--- src/sv/lcabl_pkg.sv ---
// shared types and constants for the lca binary-lifting block
// used by lcabl_mem, lcabl_ctrl and lca_binary_lifting; no dependencies
package lcabl_pkg;

  localparam int NODE_W          = 10;
  localparam int DEPTH_W         = 10;
  localparam int LVL_W           = 4;
  localparam int DIFF_W          = 1 << LVL_W;
  localparam int NODE_COUNT_DEF  = 1024;
  localparam int LIFT_LEVELS_DEF = 10;

  localparam logic [DEPTH_W-1:0] DEPTH_MAX = '1;

  localparam logic CMD_ATTACH = 1'b0;
  localparam logic CMD_QUERY  = 1'b1;

  typedef enum logic [4:0] {
    ST_INIT,
    ST_IDLE,
    ST_ATT_RD,
    ST_ATT_WR,
    ST_ATT_LOOK,
    ST_ATT_FILL,
    ST_Q_DA,
    ST_Q_DB,
    ST_Q_SWAP,
    ST_Q_LIFT,
    ST_Q_LIFTD,
    ST_Q_EQ,
    ST_Q_PA,
    ST_Q_PB,
    ST_Q_CMP,
    ST_Q_FIN,
    ST_Q_RES
  } state_t;

  typedef struct packed {
    logic               tbl_we;
    logic [NODE_W-1:0]  tbl_wnode;
    logic [LVL_W-1:0]   tbl_wlvl;
    logic [NODE_W-1:0]  tbl_wdata;
    logic [NODE_W-1:0]  tbl_rnode;
    logic [LVL_W-1:0]   tbl_rlvl;
    logic               dep_we;
    logic [NODE_W-1:0]  dep_wnode;
    logic [DEPTH_W-1:0] dep_wdata;
    logic [NODE_W-1:0]  dep_rnode;
  } mem_req_t;

  typedef struct packed {
    logic [NODE_W-1:0]  tbl_rdata;
    logic [DEPTH_W-1:0] dep_rdata;
  } mem_rsp_t;

endpackage

--- src/sv/lcabl_ctrl.sv ---
// sequencer for attach and query items, driving one table lookup per step
// depends on lcabl_pkg
module lcabl_ctrl import lcabl_pkg::*; #(
  parameter int NODE_COUNT  = NODE_COUNT_DEF,
  parameter int LIFT_LEVELS = LIFT_LEVELS_DEF
) (
  input  logic              clk,
  input  logic              rst,
  input  logic              in_valid,
  output logic              in_stall,
  input  logic              cmd,
  input  logic [NODE_W-1:0] node_a,
  input  logic [NODE_W-1:0] node_b,
  input  logic              out_free,
  output logic              res_valid,
  output logic [NODE_W-1:0] res_node,
  output mem_req_t          req,
  input  mem_rsp_t          rsp
);

  localparam logic [LVL_W-1:0] LAST_LVL = LVL_W'(LIFT_LEVELS - 1);

  state_t              state, state_next;
  logic [LVL_W-1:0]    lvl, lvl_next;
  logic [NODE_W-1:0]   ra, ra_next;
  logic [NODE_W-1:0]   rb, rb_next;
  logic [NODE_W-1:0]   tnode, tnode_next;
  logic [NODE_W-1:0]   pa, pa_next;
  logic [DEPTH_W-1:0]  da, da_next;
  logic [DIFF_W-1:0]   k, k_next;
  logic [NODE_W-1:0]   res, res_next;
  logic                emit, emit_next;
  logic                lvl_last;
  logic                in_range;

  assign lvl_last = (lvl == LAST_LVL);
  assign in_range = (32'(node_a) < NODE_COUNT) && (32'(node_b) < NODE_COUNT);
  assign res_node = res;

  always_ff @(posedge clk) begin
    if (rst) begin
      state <= ST_INIT;
      lvl   <= '0;
      emit  <= 1'b0;
    end else begin
      state <= state_next;
      lvl   <= lvl_next;
      emit  <= emit_next;
    end
  end

  always_ff @(posedge clk) begin
    ra    <= ra_next;
    rb    <= rb_next;
    tnode <= tnode_next;
    pa    <= pa_next;
    da    <= da_next;
    k     <= k_next;
    res   <= res_next;
  end

  always_comb begin
    state_next = state;
    lvl_next   = lvl;
    ra_next    = ra;
    rb_next    = rb;
    tnode_next = tnode;
    pa_next    = pa;
    da_next    = da;
    k_next     = k;
    res_next   = res;
    emit_next  = emit;
    req        = '0;
    in_stall   = 1'b1;
    res_valid  = 1'b0;

    // a pending result goes out as soon as the output register can take it
    if (emit) begin
      in_stall = 1'b1;
      if (out_free) begin
        res_valid  = 1'b1;
        emit_next  = 1'b0;
        state_next = ST_IDLE;
      end
    end else begin
      case (state)
        ST_INIT: begin
          // root row and root depth cleared one level a cycle
          req.tbl_we    = 1'b1;
          req.tbl_wnode = '0;
          req.tbl_wlvl  = lvl;
          req.tbl_wdata = '0;
          req.dep_we    = 1'b1;
          req.dep_wnode = '0;
          req.dep_wdata = '0;
          if (lvl_last) begin
            lvl_next   = '0;
            state_next = ST_IDLE;
          end else begin
            lvl_next = lvl + 1'b1;
          end
        end
        ST_IDLE: begin
          in_stall = 1'b0;
          if (in_valid) begin
            ra_next = node_a;
            rb_next = node_b;
            if (cmd == CMD_ATTACH) begin
              if (in_range) begin
                state_next = ST_ATT_RD;
              end
            end else if (in_range) begin
              state_next = ST_Q_DA;
            end else begin
              res_next  = '0;
              emit_next = 1'b1;
            end
          end
        end
        ST_ATT_RD: begin
          req.dep_rnode = rb;
          state_next    = ST_ATT_WR;
        end
        ST_ATT_WR: begin
          req.dep_we    = 1'b1;
          req.dep_wnode = ra;
          req.dep_wdata = (rsp.dep_rdata == DEPTH_MAX) ? DEPTH_MAX
                                                       : rsp.dep_rdata + 1'b1;
          req.tbl_we    = 1'b1;
          req.tbl_wnode = ra;
          req.tbl_wlvl  = '0;
          req.tbl_wdata = rb;
          tnode_next    = rb;
          if (lvl_last) begin
            state_next = ST_IDLE;
          end else begin
            lvl_next   = LVL_W'(1);
            state_next = ST_ATT_LOOK;
          end
        end
        ST_ATT_LOOK: begin
          req.tbl_rnode = tnode;
          req.tbl_rlvl  = lvl - 1'b1;
          state_next    = ST_ATT_FILL;
        end
        ST_ATT_FILL: begin
          req.tbl_we    = 1'b1;
          req.tbl_wnode = ra;
          req.tbl_wlvl  = lvl;
          req.tbl_wdata = rsp.tbl_rdata;
          tnode_next    = rsp.tbl_rdata;
          if (lvl_last) begin
            lvl_next   = '0;
            state_next = ST_IDLE;
          end else begin
            lvl_next   = lvl + 1'b1;
            state_next = ST_ATT_LOOK;
          end
        end
        ST_Q_DA: begin
          req.dep_rnode = ra;
          state_next    = ST_Q_DB;
        end
        ST_Q_DB: begin
          da_next       = rsp.dep_rdata;
          req.dep_rnode = rb;
          state_next    = ST_Q_SWAP;
        end
        ST_Q_SWAP: begin
          // deeper node goes to ra, depth difference into k
          if (da < rsp.dep_rdata) begin
            ra_next = rb;
            rb_next = ra;
            k_next  = DIFF_W'(rsp.dep_rdata - da);
          end else begin
            k_next  = DIFF_W'(da - rsp.dep_rdata);
          end
          lvl_next   = LAST_LVL;
          state_next = ST_Q_LIFT;
        end
        ST_Q_LIFT: begin
          if (k[lvl]) begin
            req.tbl_rnode = ra;
            req.tbl_rlvl  = lvl;
            state_next    = ST_Q_LIFTD;
          end else if (lvl == '0) begin
            state_next = ST_Q_EQ;
          end else begin
            lvl_next = lvl - 1'b1;
          end
        end
        ST_Q_LIFTD: begin
          ra_next = rsp.tbl_rdata;
          if (lvl == '0) begin
            state_next = ST_Q_EQ;
          end else begin
            lvl_next   = lvl - 1'b1;
            state_next = ST_Q_LIFT;
          end
        end
        ST_Q_EQ: begin
          if (ra == rb) begin
            res_next  = ra;
            emit_next = 1'b1;
          end else begin
            lvl_next   = LAST_LVL;
            state_next = ST_Q_PA;
          end
        end
        ST_Q_PA: begin
          req.tbl_rnode = ra;
          req.tbl_rlvl  = lvl;
          state_next    = ST_Q_PB;
        end
        ST_Q_PB: begin
          pa_next       = rsp.tbl_rdata;
          req.tbl_rnode = rb;
          req.tbl_rlvl  = lvl;
          state_next    = ST_Q_CMP;
        end
        ST_Q_CMP: begin
          if (pa != rsp.tbl_rdata) begin
            ra_next = pa;
            rb_next = rsp.tbl_rdata;
          end
          if (lvl == '0) begin
            state_next = ST_Q_FIN;
          end else begin
            lvl_next   = lvl - 1'b1;
            state_next = ST_Q_PA;
          end
        end
        ST_Q_FIN: begin
          // parent of the lifted node, read here and taken next cycle
          req.tbl_rnode = ra;
          req.tbl_rlvl  = '0;
          state_next    = ST_Q_RES;
        end
        ST_Q_RES: begin
          res_next  = rsp.tbl_rdata;
          emit_next = 1'b1;
        end
        default: begin
          state_next = ST_IDLE;
        end
      endcase
    end
  end

endmodule

--- config.mk ---
export PLATFORM = sky130hd
export DESIGN_NAME = lcabl_ctrl
export DESIGN_NICKNAME = d
export VERILOG_FILES = /design/src/sv/lcabl_pkg.sv /design/src/sv/lcabl_ctrl.sv
export SDC_FILE = /design/constraint.sdc
export NUM_CORES = 1
export LEC_CHECK = 0
export ABC_AREA = 1
export CAP_MARGIN = 20
export CORE_ASPECT_RATIO = 1.25
export CORE_MARGIN = 5
export CORE_UTILIZATION = 59
export CTS_CLUSTER_SIZE = 10
export DETAILED_ROUTE_END_ITERATION = 12
export DONT_BUFFER_PORTS = 1
export PLACE_DENSITY = 0.78
export SYNTH_ARGS = -nofsm -noshare
export SYNTH_HDL_FRONTEND = slang
export SYNTH_SLANG_ARGS = --single-unit
--- constraint.sdc ---
create_clock -name clk -period 2.9 [get_ports clk]
set_clock_uncertainty 0.1 [all_clocks]
set_input_delay 0.58 -clock clk [delete_from_list [all_inputs] [get_ports clk]]
set_output_delay 0.58 -clock clk [all_outputs]
set_load 0.02 [all_outputs]
; ---- After elaboration in Yosys (flattened, before gate mapping)
; Cells that the tools add are included.
[totals]
wordCells = 118
in_bits = 45
ram_bits = 0
latchBits = 0
memories = 0
regBits = 86
rom_bits = 0
[op_classes]
mul = 0
n_addsub = 5
n_reduce_logical = 20
shifts = 0
bitwise_logic = 1
order_cmp = 2
div = 0
muxes = 47
eq_ne = 33
[op_table]
columns = op, n
row1 = $mux W10, 8
row2 = $pmux W5 S16, 1
row3 = $pmux W25 S3, 1
row4 = $mux W70, 1
row5 = $pmux W14 S5, 1
row6 = $pmux W10 S2, 3
row7 = $pmux W21 S2, 1
row8 = $eq A5 B4 Y1 const B, 8
row9 = $pmux W10 S4, 1
row10 = $mux W5, 7
row11 = $pmux W10 S3, 1
row12 = $pmux W4 S6, 1
row13 = $sub A10 B10 Y11, 2
row14 = $eq A5 B3 Y1 const B, 4
row15 = $mux W4, 5
row16 = $ne A2 B2 Y1 const B, 9
row17 = $mux W16, 1
row18 = $reduce_and A5 Y1, 3
row19 = $mux W14, 1
row20 = $add A10 B1 Y10 const B, 1
row21 = $eq A10 B10 Y1, 1
row22 = $eq A10 B10 Y1 const B, 1
row23 = $eq A5 B2 Y1 const B, 2
row24 = $lt A10 B10 Y1, 1
row25 = other kinds (25), 43

; ---- Depth between registers and ports, before layout
[depth]
depth_word = 5
mapped_depth = 14

; ---- Worst setup path after synthesis
; Ideal clock, no wire load.
[synth_timing]
kind = in2reg
from = input port rsp[4] (netlist bit)
to = register ra[0] (enable)
setup_slack_ns = 0.129
setup_ns = 0.376
arrival_ns = 2.295
path_stages = 11
cell_sequence = inv_1 -> ha_1 -> buf_2 -> a21o_1 -> a21boi_1 -> nand2_1 -> nand2_1 -> nand2_1 -> a21oi_4 -> o22ai_1 -> nor2_1
[synth_via]
elab_chain_len = 3
[synth_lines]
columns = element, line_no
row1 = start: declaration, lcabl_ctrl.sv:18  ; input mem_rsp_t rsp
row2 = $lt A10 B10 Y1, lcabl_ctrl.sv:171  ; if (da < rsp.dep_rdata) begin
row3 = $ne A2 B2 Y1 (no line), -
row4 = $reduce_and A5 Y1 (no line), -
row5 = end signal: assignment, lcabl_ctrl.sv:53  ; ra <= ra_next;
row6 = end: declaration, lcabl_ctrl.sv:25  ; logic [NODE_W-1:0] ra, ra_next;
; Every way passes these cells.
; A chain may end at the register's enable or synchronous reset.

==> results_dict.tcl <==
set metrics [dict create \
    p_switching_w 0.002580 \
    n_antenna_cell 0 \
    clkLatencyLatePin_ps 350 \
    wl_met2_mm 9.023 \
    worst_pin_slew_ps 832.9 \
    min_path_type "primary input to flop" \
    power_w 0.005659 \
    synthTopCellsByArea "edfxtp_1 35%, nand2_1 13%, nor2_1 5.7%, inv_1 5.6%, a21oi_1 4.9%" \
    via_per_inst 5.922 \
    yosysTopAreaCellShare 0.3507 \
    finalSetupViolCount 0 \
    status "completed" \
    p_per_area_nw_per_um2 830.4 \
    die_area_sq_um 12450 \
    grt_max_degree 26 \
    core_sq_um 10110 \
    routabilityCongestion 0.9645 \
    final_util 0.6744 \
    rows 41 \
    wl_met3_mm 1.722 \
    top_layer "met4" \
    initial_core_util 0.6016 \
    mostFrequentLayoutCells "202 x nand2_1, 90 x inv_1, 90 x nor2_1" \
    p_leak_nw 3.078 \
    crit_path_start_kind "flop" \
    dieWidth_um 100.8 \
    reg2reg_slack_ps 450 \
    layout_commonest_cell "nand2_1" \
    ys_ff_latch 81 \
    firstDrtPassIters 5 \
    cp_max_fo 11 \
    period_needed_ps 2757 \
    fmax_mhz 362.7 \
    synth.distinct_cells 44 \
    area_growth_syn_to_layout_pct 12.10 \
    routedWlPerCell_um 18.06 \
    hold_viol 0 \
    grt_pass1_wl_mm 28.08 \
    regToRegStartpoint "da[2]" \
    cts_tree "yes" \
    crit_required_ps 2220 \
    synth_seq_area_share 0.3836 \
    power_frac_comb 0.475 \
    drt-total-wl_mm 17.86 \
    p_sw_frac 0.4558 \
    crit_type "flop to primary output" \
    reg2regPathDepth 11 \
    dp_hpwl_mm 14.01 \
    arrival_ps 2080 \
    fin_crit_sh 0.9507 \
    io_buffers 0 \
    slew_violations 0 \
    clock-sinks 81 \
    drive_above_1_share 0.1244 \
    cap_violations 0 \
    io_pins 127 \
    grt_pass1_vias 5662 \
    ctsRootBufferMaster "clkbuf_16" \
    vdd_ir_drop_max_uv 349.9 \
    end_kind "primary output" \
    ctsHoldBuffers 0 \
    clk_pin_slew_ps 60 \
    nNetsFinal 927 \
    syn_area_sq_um 6080 \
    synthFlopType "edfxtp_1" \
    numCtsBuffers 9 \
    postRouteAntennaNets 0 \
    synth_nets 893 \
    whs_endpoint "state[4]" \
    timing.rr.end "ra[5]" \
    async_flop_share 0 \
    hold_start "rst" \
    worstHoldPathCells 1 \
    wl_met1_mm 6.566 \
    synth_top_area_cell "edfxtp_1" \
    synth_area_per_cell_sq_um 7.396 \
    die_height_um 123.5 \
    clockPowerShare 0.186 \
    p_int_w 0.003080 \
    grt_use_total 0.2909 \
    post-route-drc-count 0 \
    cts_max_level 3 \
    synthCells 822 \
    grt_overflow 0 \
    antenna_found_initial 0 \
    drt_iter0_markers 443 \
    cts_buffer_depth 2 \
    synth-edff-count 71 \
    seq_power_share 0.339 \
    num_vias 5857 \
    relSlewSlack 0.4427 \
    yosys_warnings 0 \
]
[kinds of logic after synthesis]
| family | share of synthesized area |
|---|---|
| adders and majority gates | 0.05598 |
| DFF | 0.3836 |
| AOI/OAI and AO/OA | 0.1527 |
| xor gates and xnor gates | 0.05474 |
| buffers and inverters | 0.09323 |
| and+or+nand+nor | 0.2597 |
[registers in the layout, summed over array words and instances, names as in the netlist]
name / count
emit: 1
tnode: 10
lvl: 4
rb: 10
k: 11
ra: 10
res_node: 10
pa: 10
da: 10
state: 5
[layout make-up]
| cell class | count | area [sq um] |
|---|---|---|
| Sequential cell | 81 | 2333 |
| Timing Repair Buffer | 60 | 450.4 |
| Clock buffer | 11 | 232.7 |
| Clock inverter | 4 | 30.03 |
| Inverter | 102 | 382.9 |
| Multi-Input combinational cell | 602 | 3224 |
| Fill cell | 849 | 3291 |
| Tap cell | 129 | 161.4 |
[power by group through the flow]
| stage | sequential [W] | combinational, W | clock [W] |
|---|---|---|---|
| after global routing | 0.00194 | 0.00297 | 0.00110 |
| after detailed placement | 0.00192 | 0.00262 | 0 |
| final | 0.00192 | 0.00269 | 0.00105 |
| after floorplan | 0.00181 | 0.00198 | 0 |
| after CTS | 0.00190 | 0.00264 | 0.00105 |
| after global placement | 0.00191 | 0.00255 | 0 |
[repair_timing]
action / in CTS / in global routing
gates resized for setup: 2 / 9
pin swaps: 0 / 1
buffers inserted: 0 / 1
hold endpoints to repair: 0 / 0
setup endpoints to repair: 5 / 16
cloned: 0 / 0
[synth_stat cells, types with 2 or more instances]
library cell	count
nand2_1	203
nor2_1	92
inv_1	90
edfxtp_1	71
a21oi_1	60
o21ai_0	47
nand3_1	45
xor2_1	31
ha_1	24
o211ai_1	18
clkbuf_1	17
buf_2	14
inv_2	11
dfxtp_1	10
nor3_1	10
nand4_1	9
a22oi_1	8
o21ai_1	8
xnor2_1	7
nand2_2	4
nor2_2	4
o22ai_1	4
a211oi_1	3
a21o_1	3
buf_6	3
nor2_4	3
fa_1	2
nand3b_1	2
nor4_1	2
o21a_1	2
o221ai_1	2
[critical path, cell delays in order (launching register included)]
cell and delay, ps:
dfxtp_1 310, inv_1 280, nand2_1 110, nand3_1 90
nand2_1 70, nand2_1 80, nand4_1 100, buf_4 170
o21ai_2 100, nand2_1 60, o21ai_0 110, nand2_1 80
inv_1 160
[through the flow]
stage | hold WS, ps | instance area, sq um | std cells | setup TNS, ps | setup slack [ps]
finish | 197.0 | 6815 | 989 | 0 | 142.9
global route | 191.9 | 6815 | 989 | -6.766 | -6.766
detailed placement | 461.8 | 6505 | 973 | 0 | 265.8
floorplan | 428.5 | 6080 | 822 | 0 | 128.6
CTS | 193.1 | 6775 | 988 | 0 | 50.08
global placement | 442.3 | 6505 | 973 | 0 | 356.9
[per-layer routing]
layer,up-vias,global-route usage
met4,0,0.1331
li1,2796,-
met3,49,0.05530
met5,-,0
met2,317,0.5070
met1,2695,0.3448
[worst max-delay path by stage]
| stage | startpoint | end | slack (ps) | cells after the start |
|---|---|---|---|---|
| 6_report | lvl[0] | req[34] | 140 | 12 |
| 3_5_place_dp | rsp[2] | ra[4] | 270 | 12 |
| 5_1_grt | state[3] | req[34] | -7 | 11 |
| 3_3_place_gp | rsp[2] | ra[5] | 360 | 12 |
| 2_1_floorplan | rsp[4] | ra[0] | 130 | 11 |
| 4_1_cts | lvl[0] | req[34] | 50 | 11 |
No activity file was read; power rests on OpenSTA's default activity.
